## src/sv/bsm_pkg.sv

```systemverilog
`default_nettype none

package bsm_pkg;

    // Packed beat widths, fixed by the instruction and result fields.
    localparam int S_TDATA_W = 16;
    localparam int M_TDATA_W = 56;

    localparam logic [7:0] ASCII_ZERO    = 8'h30;
    localparam logic [7:0] ASCII_NEWLINE = 8'h0A;

    typedef enum logic [3:0] {
        ACT_NOP     = 4'd0,
        ACT_PUSH    = 4'd1,
        ACT_ADD     = 4'd2,
        ACT_SUB     = 4'd3,
        ACT_MUL     = 4'd4,
        ACT_DIV     = 4'd5,
        ACT_PRINT   = 4'd6,
        ACT_NEWLINE = 4'd7,
        ACT_SETLOG  = 4'd8,
        ACT_PUSHR   = 4'd9,
        ACT_POPR    = 4'd10
    } act_t;

    typedef enum logic [3:0] {
        ST_CLEAR,
        ST_IDLE,
        ST_POP1,
        ST_POP2,
        ST_OPER,
        ST_DIV,
        ST_WRITE,
        ST_DIGIT,
        ST_DIGWR,
        ST_EMIT
    } state_t;

    typedef struct packed {
        logic       start;
        logic [7:0] dividend;
        logic [7:0] divisor;
    } div_req_t;

    typedef struct packed {
        logic       done;
        logic [7:0] quotient;
    } div_rsp_t;

    typedef struct packed {
        logic [4:0] q;
        logic [3:0] r;
    } dm10_t;

    // Divide a byte by ten: q = (x * 205) >> 11 is exact for every byte value.
    function automatic dm10_t div10(input logic [7:0] x);
        logic [15:0] prod;
        logic [4:0]  q;
        logic [7:0]  tenq;
        logic [7:0]  r;
        dm10_t       res;
        prod  = 16'(x) * 16'd205;
        q     = prod[15:11];
        tenq  = {q, 3'b000} + {2'b00, q, 1'b0};
        r     = x - tenq;
        res.q = q;
        res.r = r[3:0];
        return res;
    endfunction

endpackage

`default_nettype wire

```

## src/sv/bsm_ram.sv

```systemverilog
`default_nettype none

module bsm_ram #(
    parameter int WIDTH = 8,
    parameter int DEPTH = 256
) (
    input  wire logic                     aclk,
    input  wire logic                     we,
    input  wire logic [$clog2(DEPTH)-1:0] waddr,
    input  wire logic [WIDTH-1:0]         wdata,
    input  wire logic [$clog2(DEPTH)-1:0] raddr,
    output logic      [WIDTH-1:0]         rdata
);

    logic [WIDTH-1:0] mem [DEPTH];

    always_ff @(posedge aclk) begin
        if (we) begin
            mem[waddr] <= wdata;
        end
        rdata <= mem[raddr];
    end

endmodule

`default_nettype wire

```

## src/sv/bsm_div.sv

```systemverilog
`default_nettype none

// Restoring divider, one quotient bit per cycle.
module bsm_div (
    input  wire logic             aclk,
    input  wire logic             aresetn,
    input  wire bsm_pkg::div_req_t req,
    output bsm_pkg::div_rsp_t      rsp
);

    logic       busy_reg, busy_next;
    logic       done_reg, done_next;
    logic [2:0] cnt_reg, cnt_next;
    logic [7:0] rem_reg, rem_next;
    logic [7:0] quo_reg, quo_next;
    logic [7:0] dsr_reg, dsr_next;

    logic [8:0] shifted;
    logic [9:0] diff;

    always_comb begin
        shifted   = {rem_reg, quo_reg[7]};
        diff      = {1'b0, shifted} - {2'b00, dsr_reg};
        busy_next = busy_reg;
        done_next = 1'b0;
        cnt_next  = cnt_reg;
        rem_next  = rem_reg;
        quo_next  = quo_reg;
        dsr_next  = dsr_reg;
        if (req.start) begin
            busy_next = 1'b1;
            cnt_next  = 3'd0;
            rem_next  = 8'd0;
            quo_next  = req.dividend;
            dsr_next  = req.divisor;
        end else if (busy_reg) begin
            if (diff[9]) begin
                rem_next = shifted[7:0];
                quo_next = {quo_reg[6:0], 1'b0};
            end else begin
                rem_next = diff[7:0];
                quo_next = {quo_reg[6:0], 1'b1};
            end
            cnt_next = cnt_reg + 3'd1;
            if (cnt_reg == 3'd7) begin
                busy_next = 1'b0;
                done_next = 1'b1;
            end
        end
    end

    always_ff @(posedge aclk) begin
        if (!aresetn) begin
            busy_reg <= 1'b0;
            done_reg <= 1'b0;
            cnt_reg  <= 3'd0;
        end else begin
            busy_reg <= busy_next;
            done_reg <= done_next;
            cnt_reg  <= cnt_next;
        end
        rem_reg <= rem_next;
        quo_reg <= quo_next;
        dsr_reg <= dsr_next;
    end

    assign rsp.done     = done_reg;
    assign rsp.quotient = quo_reg;

endmodule

`default_nettype wire

```

## src/sv/byte_stack_machine_execute_unit.sv

```systemverilog
`default_nettype none
// One instruction is in work at a time; the next beat can be taken in the cycle after the last
// result enters the output register. The single memory read port and the 8-step divider set
// how long each instruction takes. Reset is synchronous and active low; a clearing pass that
// zeroes all MEM_BYTES stack entries follows it.

module byte_stack_machine_execute_unit #(
    parameter int MEM_BYTES = 256
) (
    input  wire logic                            aclk,
    input  wire logic                            aresetn,
    // Instruction channel. s_tdata fields from bit 0: action[3:0], value[11:4], zero fill.
    input  wire logic                            s_tvalid,
    output logic                                 s_tready,
    input  wire logic [bsm_pkg::S_TDATA_W-1:0]   s_tdata,
    // Result channel. m_tdata fields from bit 0: out_char[7:0], accumulator[15:8],
    // return_address[23:16], status[24], log_level[32:25], step_count[48:33], zero fill.
    // m_tuser holds kind (1 when out_char carries a character); m_tlast marks the
    // final result beat of an instruction.
    output logic                                 m_tvalid,
    input  wire logic                            m_tready,
    output logic      [bsm_pkg::M_TDATA_W-1:0]   m_tdata,
    output logic                                 m_tlast,
    output logic                                 m_tuser
);

    localparam int AW = $clog2(MEM_BYTES);
    // Entry addressed by pointer value 255; a pointer that wraps down lands here.
    localparam int WRAP_ADDR = 255 % MEM_BYTES;

    // Each stack pointer is kept twice: its 8-bit value and its entry address
    // (value modulo MEM_BYTES), so the address follows the pointer by +1/-1 steps.
    function automatic logic [AW-1:0] addr_up(input logic [7:0] ptr, input logic [AW-1:0] addr);
        logic [AW-1:0] res;
        if (ptr == 8'hFF || addr == AW'(MEM_BYTES - 1)) begin
            res = '0;
        end else begin
            res = addr + AW'(1);
        end
        return res;
    endfunction

    function automatic logic [AW-1:0] addr_dn(input logic [7:0] ptr, input logic [AW-1:0] addr);
        logic [AW-1:0] res;
        if (ptr == 8'h00) begin
            res = AW'(WRAP_ADDR);
        end else if (addr == '0) begin
            res = AW'(MEM_BYTES - 1);
        end else begin
            res = addr - AW'(1);
        end
        return res;
    endfunction

    bsm_pkg::state_t state_reg, state_next;

    // Architectural state.
    logic [7:0]    s_ptr_reg, s_ptr_next;
    logic [AW-1:0] s_addr_reg, s_addr_next;
    logic [7:0]    r_ptr_reg, r_ptr_next;
    logic [AW-1:0] r_addr_reg, r_addr_next;
    logic [7:0]    a_reg, a_next;
    logic [7:0]    b_reg, b_next;
    logic [15:0]   cnt_reg, cnt_next;
    logic [7:0]    log_reg, log_next;

    // Per-instruction working registers.
    bsm_pkg::act_t op_reg, op_next;
    logic [7:0]    val_reg, val_next;
    logic [7:0]    ret_reg, ret_next;
    logic          status_reg, status_next;
    logic [4:0]    q1_reg, q1_next;
    logic [3:0]    r2_reg, r2_next;
    logic [7:0]    ch0_reg, ch0_next;
    logic [7:0]    ch1_reg, ch1_next;
    logic [7:0]    ch2_reg, ch2_next;
    logic [1:0]    nchar_reg, nchar_next;
    logic [1:0]    beat_reg, beat_next;
    logic [AW-1:0] clr_reg, clr_next;

    // Output register.
    logic                            m_tvalid_reg, m_tvalid_next;
    logic [bsm_pkg::M_TDATA_W-1:0]   m_tdata_reg, m_tdata_next;
    logic                            m_tlast_reg, m_tlast_next;
    logic                            m_tuser_reg, m_tuser_next;

    // Stack memory port.
    logic          ram_we;
    logic [AW-1:0] ram_waddr;
    logic [7:0]    ram_wdata;
    logic [AW-1:0] ram_raddr;
    logic [7:0]    ram_rdata;

    bsm_pkg::div_req_t div_req;
    bsm_pkg::div_rsp_t div_rsp;

    logic           s_accept;
    logic           slot_free;
    logic [15:0]    prod;
    bsm_pkg::dm10_t dm1;
    bsm_pkg::dm10_t dm2;
    logic [1:0]     beat_count;
    logic [7:0]     ch_sel;
    logic           beat_last;

    bsm_ram #(
        .WIDTH (8),
        .DEPTH (MEM_BYTES)
    ) u_ram (
        .aclk  (aclk),
        .we    (ram_we),
        .waddr (ram_waddr),
        .wdata (ram_wdata),
        .raddr (ram_raddr),
        .rdata (ram_rdata)
    );

    bsm_div u_div (
        .aclk    (aclk),
        .aresetn (aresetn),
        .req     (div_req),
        .rsp     (div_rsp)
    );

    assign s_tready  = (state_reg == bsm_pkg::ST_IDLE);
    assign s_accept  = s_tvalid && s_tready;
    assign slot_free = !m_tvalid_reg || m_tready;

    assign prod = 16'(ram_rdata) * 16'(b_reg);
    assign dm1  = bsm_pkg::div10(ram_rdata);
    assign dm2  = bsm_pkg::div10({3'b000, q1_reg});

    // A beat with no character is the only beat of its instruction.
    assign beat_count = (nchar_reg == 2'd0) ? 2'd1 : nchar_reg;
    assign beat_last  = (beat_reg == beat_count - 2'd1);

    always_comb begin
        case (beat_reg)
            2'd0:    ch_sel = ch0_reg;
            2'd1:    ch_sel = ch1_reg;
            default: ch_sel = ch2_reg;
        endcase
    end

    // Next state.
    always_comb begin
        state_next = state_reg;
        case (state_reg)
            bsm_pkg::ST_CLEAR: begin
                if (clr_reg == AW'(MEM_BYTES - 1)) begin
                    state_next = bsm_pkg::ST_IDLE;
                end
            end
            bsm_pkg::ST_IDLE: begin
                if (s_accept) begin
                    case (bsm_pkg::act_t'(s_tdata[3:0]))
                        bsm_pkg::ACT_PUSH, bsm_pkg::ACT_PUSHR: state_next = bsm_pkg::ST_WRITE;
                        bsm_pkg::ACT_ADD, bsm_pkg::ACT_SUB, bsm_pkg::ACT_MUL,
                        bsm_pkg::ACT_DIV, bsm_pkg::ACT_PRINT, bsm_pkg::ACT_SETLOG,
                        bsm_pkg::ACT_POPR: state_next = bsm_pkg::ST_POP1;
                        default: state_next = bsm_pkg::ST_EMIT;
                    endcase
                end
            end
            bsm_pkg::ST_POP1: begin
                if (op_reg inside {bsm_pkg::ACT_ADD, bsm_pkg::ACT_SUB,
                                   bsm_pkg::ACT_MUL, bsm_pkg::ACT_DIV}) begin
                    state_next = bsm_pkg::ST_POP2;
                end else begin
                    state_next = bsm_pkg::ST_OPER;
                end
            end
            bsm_pkg::ST_POP2: state_next = bsm_pkg::ST_OPER;
            bsm_pkg::ST_OPER: begin
                case (op_reg)
                    bsm_pkg::ACT_ADD, bsm_pkg::ACT_SUB, bsm_pkg::ACT_MUL: begin
                        state_next = bsm_pkg::ST_WRITE;
                    end
                    bsm_pkg::ACT_DIV: begin
                        state_next = (b_reg == 8'd0) ? bsm_pkg::ST_WRITE : bsm_pkg::ST_DIV;
                    end
                    bsm_pkg::ACT_PRINT: state_next = bsm_pkg::ST_DIGIT;
                    default:            state_next = bsm_pkg::ST_EMIT;
                endcase
            end
            bsm_pkg::ST_DIV: begin
                if (div_rsp.done) begin
                    state_next = bsm_pkg::ST_WRITE;
                end
            end
            bsm_pkg::ST_WRITE: state_next = bsm_pkg::ST_EMIT;
            bsm_pkg::ST_DIGIT: begin
                state_next = (q1_reg == 5'd0) ? bsm_pkg::ST_EMIT : bsm_pkg::ST_DIGWR;
            end
            bsm_pkg::ST_DIGWR: state_next = bsm_pkg::ST_EMIT;
            bsm_pkg::ST_EMIT: begin
                if (slot_free && beat_last) begin
                    state_next = bsm_pkg::ST_IDLE;
                end
            end
            default: state_next = bsm_pkg::ST_IDLE;
        endcase
    end

    // Datapath and memory control.
    always_comb begin
        s_ptr_next   = s_ptr_reg;
        s_addr_next  = s_addr_reg;
        r_ptr_next   = r_ptr_reg;
        r_addr_next  = r_addr_reg;
        a_next       = a_reg;
        b_next       = b_reg;
        cnt_next     = cnt_reg;
        log_next     = log_reg;
        op_next      = op_reg;
        val_next     = val_reg;
        ret_next     = ret_reg;
        status_next  = status_reg;
        q1_next      = q1_reg;
        r2_next      = r2_reg;
        ch0_next     = ch0_reg;
        ch1_next     = ch1_reg;
        ch2_next     = ch2_reg;
        nchar_next   = nchar_reg;
        beat_next    = beat_reg;
        clr_next     = clr_reg;
        ram_we       = 1'b0;
        ram_waddr    = s_addr_reg;
        ram_wdata    = a_reg;
        ram_raddr    = s_addr_reg;
        div_req      = '0;
        m_tdata_next = m_tdata_reg;
        m_tlast_next = m_tlast_reg;
        m_tuser_next = m_tuser_reg;
        m_tvalid_next = (m_tvalid_reg && m_tready) ? 1'b0 : m_tvalid_reg;

        case (state_reg)
            bsm_pkg::ST_CLEAR: begin
                ram_we    = 1'b1;
                ram_waddr = clr_reg;
                ram_wdata = 8'd0;
                clr_next  = clr_reg + AW'(1);
            end
            bsm_pkg::ST_IDLE: begin
                if (s_accept) begin
                    op_next     = bsm_pkg::act_t'(s_tdata[3:0]);
                    val_next    = s_tdata[11:4];
                    cnt_next    = cnt_reg + 16'd1;
                    ret_next    = 8'd0;
                    status_next = 1'b0;
                    beat_next   = 2'd0;
                    nchar_next  = 2'd0;
                    if (bsm_pkg::act_t'(s_tdata[3:0]) == bsm_pkg::ACT_NEWLINE) begin
                        nchar_next = 2'd1;
                        ch0_next   = bsm_pkg::ASCII_NEWLINE;
                    end
                end
            end
            bsm_pkg::ST_POP1: begin
                if (op_reg == bsm_pkg::ACT_POPR) begin
                    ram_raddr   = addr_up(r_ptr_reg, r_addr_reg);
                    r_addr_next = addr_up(r_ptr_reg, r_addr_reg);
                    r_ptr_next  = r_ptr_reg + 8'd1;
                end else begin
                    ram_raddr   = addr_dn(s_ptr_reg, s_addr_reg);
                    s_addr_next = addr_dn(s_ptr_reg, s_addr_reg);
                    s_ptr_next  = s_ptr_reg - 8'd1;
                end
            end
            bsm_pkg::ST_POP2: begin
                // Top of stack arrives; the second operand is read below it.
                b_next      = ram_rdata;
                ram_raddr   = addr_dn(s_ptr_reg, s_addr_reg);
                s_addr_next = addr_dn(s_ptr_reg, s_addr_reg);
                s_ptr_next  = s_ptr_reg - 8'd1;
            end
            bsm_pkg::ST_OPER: begin
                case (op_reg)
                    bsm_pkg::ACT_ADD: a_next = ram_rdata + b_reg;
                    bsm_pkg::ACT_SUB: a_next = ram_rdata - b_reg;
                    bsm_pkg::ACT_MUL: a_next = prod[7:0];
                    bsm_pkg::ACT_DIV: begin
                        if (b_reg == 8'd0) begin
                            // Divide by zero yields zero and flags the step.
                            a_next      = 8'd0;
                            status_next = 1'b1;
                        end else begin
                            div_req.start    = 1'b1;
                            div_req.dividend = ram_rdata;
                            div_req.divisor  = b_reg;
                        end
                    end
                    bsm_pkg::ACT_SETLOG: begin
                        a_next   = ram_rdata;
                        log_next = ram_rdata;
                    end
                    bsm_pkg::ACT_POPR: begin
                        a_next   = ram_rdata;
                        ret_next = ram_rdata;
                    end
                    bsm_pkg::ACT_PRINT: begin
                        a_next  = {4'd0, dm1.r};
                        b_next  = {3'd0, dm1.q};
                        q1_next = dm1.q;
                    end
                    default: begin
                    end
                endcase
            end
            bsm_pkg::ST_DIV: begin
                if (div_rsp.done) begin
                    a_next = div_rsp.quotient;
                end
            end
            bsm_pkg::ST_WRITE: begin
                ram_we = 1'b1;
                case (op_reg)
                    bsm_pkg::ACT_PUSH: begin
                        ram_wdata   = val_reg;
                        a_next      = val_reg;
                        s_addr_next = addr_up(s_ptr_reg, s_addr_reg);
                        s_ptr_next  = s_ptr_reg + 8'd1;
                    end
                    bsm_pkg::ACT_PUSHR: begin
                        ram_waddr   = r_addr_reg;
                        ram_wdata   = val_reg;
                        a_next      = val_reg;
                        r_addr_next = addr_dn(r_ptr_reg, r_addr_reg);
                        r_ptr_next  = r_ptr_reg - 8'd1;
                    end
                    default: begin
                        s_addr_next = addr_up(s_ptr_reg, s_addr_reg);
                        s_ptr_next  = s_ptr_reg + 8'd1;
                    end
                endcase
            end
            bsm_pkg::ST_DIGIT: begin
                // The ones digit goes back into the popped slot.
                ram_we = 1'b1;
                r2_next = dm2.r;
                if (q1_reg == 5'd0) begin
                    nchar_next = 2'd1;
                    ch0_next   = bsm_pkg::ASCII_ZERO + {4'd0, a_reg[3:0]};
                end else if (dm2.q == 5'd0) begin
                    nchar_next = 2'd2;
                    ch0_next   = bsm_pkg::ASCII_ZERO + {4'd0, dm2.r};
                    ch1_next   = bsm_pkg::ASCII_ZERO + {4'd0, a_reg[3:0]};
                end else begin
                    nchar_next = 2'd3;
                    ch0_next   = bsm_pkg::ASCII_ZERO + {3'd0, dm2.q};
                    ch1_next   = bsm_pkg::ASCII_ZERO + {4'd0, dm2.r};
                    ch2_next   = bsm_pkg::ASCII_ZERO + {4'd0, a_reg[3:0]};
                end
            end
            bsm_pkg::ST_DIGWR: begin
                // The tens digit stays one slot above the popped one.
                ram_we    = 1'b1;
                ram_waddr = addr_up(s_ptr_reg, s_addr_reg);
                ram_wdata = {4'd0, r2_reg};
            end
            bsm_pkg::ST_EMIT: begin
                if (slot_free) begin
                    m_tvalid_next = 1'b1;
                    m_tuser_next  = (nchar_reg != 2'd0);
                    m_tlast_next  = beat_last;
                    m_tdata_next  = {7'd0, cnt_reg, log_reg, status_reg, ret_reg, a_reg,
                                     (nchar_reg != 2'd0) ? ch_sel : 8'd0};
                    beat_next     = beat_reg + 2'd1;
                end
            end
            default: begin
            end
        endcase
    end

    always_ff @(posedge aclk) begin
        if (!aresetn) begin
            state_reg    <= bsm_pkg::ST_CLEAR;
            s_ptr_reg    <= 8'd0;
            s_addr_reg   <= '0;
            r_ptr_reg    <= 8'hFF;
            r_addr_reg   <= AW'(WRAP_ADDR);
            a_reg        <= 8'd0;
            b_reg        <= 8'd0;
            cnt_reg      <= 16'd0;
            log_reg      <= 8'd0;
            clr_reg      <= '0;
            beat_reg     <= 2'd0;
            m_tvalid_reg <= 1'b0;
        end else begin
            state_reg    <= state_next;
            s_ptr_reg    <= s_ptr_next;
            s_addr_reg   <= s_addr_next;
            r_ptr_reg    <= r_ptr_next;
            r_addr_reg   <= r_addr_next;
            a_reg        <= a_next;
            b_reg        <= b_next;
            cnt_reg      <= cnt_next;
            log_reg      <= log_next;
            clr_reg      <= clr_next;
            beat_reg     <= beat_next;
            m_tvalid_reg <= m_tvalid_next;
        end
        op_reg      <= op_next;
        val_reg     <= val_next;
        ret_reg     <= ret_next;
        status_reg  <= status_next;
        q1_reg      <= q1_next;
        r2_reg      <= r2_next;
        ch0_reg     <= ch0_next;
        ch1_reg     <= ch1_next;
        ch2_reg     <= ch2_next;
        nchar_reg   <= nchar_next;
        m_tdata_reg <= m_tdata_next;
        m_tlast_reg <= m_tlast_next;
        m_tuser_reg <= m_tuser_next;
    end

    assign m_tvalid = m_tvalid_reg;
    assign m_tdata  = m_tdata_reg;
    assign m_tlast  = m_tlast_reg;
    assign m_tuser  = m_tuser_reg;

endmodule

`default_nettype wire

```

## config.mk

```make
export PLATFORM = sky130hd
export DESIGN_NAME = byte_stack_machine_execute_unit
export DESIGN_NICKNAME = d
export VERILOG_FILES = /design/src/sv/bsm_pkg.sv /design/src/sv/bsm_ram.sv /design/src/sv/bsm_div.sv /design/src/sv/byte_stack_machine_execute_unit.sv
export SDC_FILE = /design/constraint.sdc
export NUM_CORES = 2
export LEC_CHECK = 0
export BUFFER_PORTS_ARGS = -buffer_cell sky130_fd_sc_hd__buf_2
export CORE_UTILIZATION = 50
export CTS_CLUSTER_SIZE = 8
export DETAILED_ROUTE_END_ITERATION = 12
export MAX_ROUTING_LAYER = met4
export PLACE_DENSITY = 0.68
export REMOVE_ABC_BUFFERS = 1
export SYNTH_ARGS = -nofsm -noshare
export SYNTH_HDL_FRONTEND = slang
export SYNTH_SLANG_ARGS = --single-unit
```

## constraint.sdc

```tcl
create_clock -name aclk -period 6 [get_ports aclk]
set_input_delay 0.3 -clock aclk [delete_from_list [all_inputs] [get_ports aclk]]
set_output_delay 0.3 -clock aclk [all_outputs]
set_load 0.02 [all_outputs]
```

Yosys cells after proc, flatten, opt, wreduce, memory -nomap -nowiden. Memory sizes are Yosys's and may differ from the RTL's. A register that Yosys moved wholly into a read port is not among the register bits. Cells that the tools add are included.

Add/subtract/negate cells: 23. $mul: 3. Div/mod/pow operators: 0. Magnitude comparators: 0. Equal/unequal tests: 43. Shift-type cells: 0. Multiplexer cells: 79. Bitwise gates (word level): 6. Reductions and logical operators: 51.

Operators with widths (number): 2-to-1 mux 8 bit (27); one-hot mux 8 bit (3 select lines) (5); one-hot mux 8 bit (2 select lines) (7); 2-to-1 mux 17 bit (3); one-hot mux 8 bit (6 select lines) (1); adder 8 x 1 -> 8 bit, second input constant (5); == test 8 bit, second input constant (5); zero test 8 bit (5); one-hot mux 4 bit (9 select lines) (1); == test 4 x 3 -> 1 bit, second input constant (8); subtractor 8 x 1 -> 8 bit, second input constant (4); 2-to-1 mux 7 bit (3); == test 4 bit, second input constant (5); inequality test 2 bit, second input constant (10); AND reduction 3 bit (6); 2-to-1 mux 1 bit (17); adder 16 x 1 -> 16 bit, second input constant (1); == test 4 x 2 -> 1 bit, second input constant (4); multiplier 8 x 8 -> 16 bit, second input constant (1); 2-to-1 mux 4 bit (4); adder 6 x 4 -> 7 bit, first input constant (2); AND reduction 2 bit (7); nonzero test 2 bit (7); multiplier 5 x 8 -> 13 bit, second input constant (1); 36 further kinds (66).

Register bits: 223. Bits in latches: 0. RAM bits: 2048. ROM bits: 64. Input port bits: 20. Output and inout bits: 60. Memories kept: 2.

Memory list: u_ram.mem (words 256, bits a word 8, rd ports 1, clocked after memory_dff 1, write ports 1, RTL line bsm_ram.sv:15) `logic [WIDTH-1:0] mem [DEPTH];`; (no name shown) (words 16, bits a word 4, rd ports 1, clocked after memory_dff 0, write ports 0, RTL line byte_stack_machine_execute_unit.sv:156) `case (bsm_pkg::act_t'(s_tdata[3:0]))`.

Logic depth before layout (Yosys ltp).
Word-level depth: 7. Gate-level depth with buffers: 22. Gate-level depth less buffers: 21.

Modules after synthesis. A second synthesis with hierarchy kept.

Cells, all modules: 5205. Area total of the unflattened synthesis: 93798.7 µm².

By module, submodules not included: bsm_ram (instances 1, cells each 3733, area each 79556.3 µm²); byte_stack_machine_execute_unit (instances 1, cells each 1333, area each 12708.4 µm²); bsm_div (instances 1, cells each 139, area each 1534.0 µm²).

Least setup slack after synthesis. No wires, ideal clock.

Path type: flip-flop to flip-flop. Start: register op_reg[2]. End: memory u_ram.mem[0][4], data pin. Setup time: 0.864 ns. Arrival time: 4.731 ns. Path slack: 0.405 ns. Stages on the path, launching flop included: 7. Path buffers: 3. Period minus slack after synthesis: 5.595 ns. Path through: edfxtp_1 > buf_2 > nor3b_1 > clkbuf_1 > and2_1 > clkbuf_1 > a22o_1.

Cells in the longest elaborated chain, start to end: 4. Elaborated cells on any way between the ends: 5. Classes of those cells: eq/ne: 2; mux: 2; reduce/logical: 1.

Ends and longest elaborated chain: from (decl) (RTL line byte_stack_machine_execute_unit.sv:68) `bsm_pkg::act_t op_reg, op_next;`; from (signal assigned) (RTL line byte_stack_machine_execute_unit.sv:404) `op_reg <= op_next;`; == test 4 bit / == test 4 x 1 -> 1 bit (equally long branches) (RTL line byte_stack_machine_execute_unit.sv:317) `case (op_reg)`; OR reduction 2 bit (no source line) *; 2-to-1 mux 8 bit * (RTL line byte_stack_machine_execute_unit.sv:317); one-hot mux 8 bit (3 select lines) * (RTL line byte_stack_machine_execute_unit.sv:237) `case (state_reg)`; net ram_wdata[4] (RTL line byte_stack_machine_execute_unit.sv:90) `logic [7:0] ram_wdata;`; to (decl) (RTL line bsm_ram.sv:15).

Mark *: on every way through the listed nets, which the timed path passes. The rest lies on a longest branch.

==> results.md <==
* VDD IR max at 0.332 mV
* Clock sinks at around 2300
* Final min period at around 5400 ps
* CP dominant cell by count: ha_1
* Top cells by area, synth: edfxtp_1 69%, nand2_1 5.4%, mux4_2 4.0%, nand3_1 2.8%, dfxtp_1 2.3%
* YS warnings at 0
* Hold path depth at 2
* Arrival time of the worst setup path at between 6000 and 7000 ps
* Final setup vio count at 0
* Sw Ratio at 0.196
* Outcome: complete, no violations
* Slew @ Worst Pin at 1290 ps
* CP Cell Sequence: ha_1 > xor2_1 > ha_1 > fa_1 > inv_1 > fa_1 > inv_1 > ha_1 > nor3_1 > nor2_1 > a31oi_1 > o21bai_1 > xor2_1 > ha_1 > xnor2_1 > a222oi_1 > a21oi_1 > a222oi_1 > a211oi_1
* Worst R2R End: a_reg[2]
* Syn avg cell area at about 14 µm²
* Synthesis-to-layout area growth at 13.4%
* Slew Viols, Final at 0
* Critical path's largest stage delay at ~650 ps
* Lkg Pwr at 35.9 nW
* Most numerous cell in the Yosys netlist: edfxtp_1
* First-iteration detailed-routing DRC count at 7889
* Worst r2r src: u_ram.rdata[1]
* Total power at approximately 34 mW
* Vias in the first global route at between 50000 and 60000
* First-pass GRT wire length at around 370000 µm
* Final worst path period share at 0.905
* Clock buffer depth at 4
* Synth top cells by count: 2157 x edfxtp_1, 1357 x nand2_1, 532 x nand3_1
* Max reg flops at 2048
* Largest net degree at the start of global routing at approximately 180
* Initial core utilization at 0.506
* Synth Cell Area at around 94000 µm²
* Crit path buffers/inverters at 2
* Clock share of power at 0.476
* Worst clock skew at approximately 89 ps
* PwrDens at ~320 nW/µm²
* CP Capture Type: flop
* CTS Root Cell: clkbuf_16
* Predominant post-synthesis flop cell: edfxtp_1
* Flop pwr share at 0.503
* Post-synth top area cell: edfxtp_1
* Hold Startpoint: s_tdata[8]
* GRT Util Overall at 0.267
* Dpl hpwl at roughly 150000 µm
* Layout cells sized above 1 at 0.122
* Core area at around 190000 µm²
* Initial antenna violation count at 7
* Antenna-violating nets left at 0
* Clock latency on the worst-skew pair at ~950 ps
* Die ar. at 190000 µm²
* End of the worst hold path: val_reg[4]
* Critical path's slowest cell: dfxtp_1
* RSZ-0062 raised after global routing: false
* Largest fanout on the critical path at 12
* Row count at ~160
* Cells after Synth at a little under 7000
* CP Launch Type: flop
* Routed len/inst at between 20 and 30 µm
* Post-CTS setup repair buffer count at 0
* Logic pwr share at 0.021
* Routability congestion estimate at around 0.94
* Register area share after synthesis at 0.711
* Yosys top cell area share at 0.688
* Crit path depth at 19
* Number of synthesized flops with an enable pin at about 2200
* DRC at 0
* Internal power at around 27 mW
* 1st-pass router iterations at 8
* Die Ht at about 440 µm
* R2r setup slk at approximately 570 ps
* I/O pins at 80
* Grt total ovfl at 0
* H-tree levels at 5
* Synth async-reset ratio at 0
* CTS tree: built
* Psw at ~6.7 mW
* Synth Register Bits at 2265
* R2R depth at 19
* Max Freq at approximately 180 MHz
* Detailed Route WL at between 200000 and 250000 µm
* Max-Cap Viols at 0
* Post-CTS Hold Fix Bufs at 15
* Max transition margin at 0.141
* Family with the most delay on the worst path: adder cells
* Unique masters post-synth at 93
* Worst hold-check path type: input pin to flop
* Number of port buffers at between 60 and 70
* Register clock-pin slew on the reported worst setup and hold paths at 50 ps
* Final core utilization at 0.574
* Setup CP Type: flop to flop
* Final net count at approximately 7200
* Hold Violations, Final at 0
* CP required at 6760 ps
* Routed vias/inst at just over 6
* Cts repair resizes at 0
* CTS Buf Count at between 300 and 400
* Die X at about 440 µm
* Via count at a little under 60000
[through the flow]
step / setup TNS, ps / setup WS [ps] / cell area (µm²) / std cells / hold WS, ps
final: 0 / 569 / 107000 / 9600 / 115
after global routing: 0 / 235 / 107000 / 9600 / 93.7
after CTS: 0 / 625 / 107000 / 9595 / 51.5
after detailed placement: 0 / 624 / 97900 / 9189 / 405
after global placement: 0 / 568 / 97900 / 9189 / 405
after floorplan: -583340 / -9090 / 92200 / 6424 / 362
[cells by family (layout without fill, tap and decap cells)]
family / Yosys count / after routing / synth area share
AOI/OAI and AO/OA: 735 / 735 / 0.0511
DFF: 2265 / 2265 / 0.711
adders and majority gates: 160 / 160 / 0.0235
muxes: 274 / 274 / 0.0516
xor gates and xnor gates: 98 / 98 / 0.00911
other: 1 / 14 / 0.0000398
buffers and inverters: 525 / 791 / 0.0252
and+or+nand+nor: 2783 / 2783 / 0.129
[worst register-to-register path, cell delays in order, from the launching register on]
cell and delay (ps):
dfxtp_1 650, ha_1 370, xor2_1 160, ha_1 310
fa_1 520, inv_1 50, fa_1 480, inv_1 50
ha_1 260, nor3_1 160, nor2_1 70, a31oi_1 350
o21bai_1 150, xor2_1 290, ha_1 320, xnor2_1 150
a222oi_1 330, a21oi_1 150, a222oi_1 350, a211oi_1 120
[power groups by stage]
stage,sequential (mW),combinational (mW),clock [mW]
global placement,17.4,0.719,0
finish,17.1,0.727,16.2
floorplan,17.4,0.451,0
detailed placement,17.4,0.711,0
CTS,17.1,0.727,16.4
global route,17.1,0.814,17.1
[cell type report]
| class | instances | area, µm² |
|---|---|---|
| Antenna cell | 5 | 12.5 |
| Inverter | 100 | 398 |
| Timing Repair Buffer | 300 | 2550 |
| Sequential cell | 2265 | 66900 |
| Clock inverter | 7 | 83.8 |
| Multi-Input combinational cell | 4059 | 25100 |
| Clock buffer | 384 | 8680 |
| Fill cell | 14300 | 79400 |
| Tap cell | 2480 | 3100 |
[cell usage in the layout, fill, tap and decap left out, drive strengths merged, types with 27 or more instances in the layout]
cell / Yosys / final
a21oi: 222 / 222
a22oi: 27 / 27
a31oi: 68 / 68
a32oi: 74 / 74
and2: 39 / 39
and3: 33 / 33
buf: 232 / 285
clkbuf: 193 / 384
dfxtp: 108 / 108
edfxtp: 2157 / 2157
fa: 28 / 28
ha: 132 / 132
inv: 98 / 101
mux2i: 95 / 95
mux4: 168 / 168
nand2: 1358 / 1358
nand2b: 36 / 36
nand3: 534 / 534
nand4: 129 / 129
nor2: 529 / 529
nor3: 31 / 31
o21ai: 123 / 123
o22ai: 43 / 43
xnor2: 61 / 61
xor2: 37 / 37
[worst max-delay path by stage]
stage	startpoint	endpoint	slack, ps
floorplan	s_addr_reg[0]	u_ram.rdata[6]	-9090
global placement	u_ram.rdata[1]	a_reg[2]	570
detailed placement	u_ram.rdata[1]	a_reg[2]	620
CTS	u_ram.rdata[1]	a_reg[2]	620
global route	u_ram.rdata[1]	a_reg[2]	240
finish	u_ram.rdata[1]	a_reg[2]	570
[routing by layer]
metal	track usage	vias to the layer above	routed length, µm
li1	-	25800	-
met1	0.357	29300	98400
met2	0.399	3132	115000
met3	0.0610	528	25700
met4	0.101	0	9340
met5	-	-	0
No activity file was read; power rests on OpenSTA's default activity.
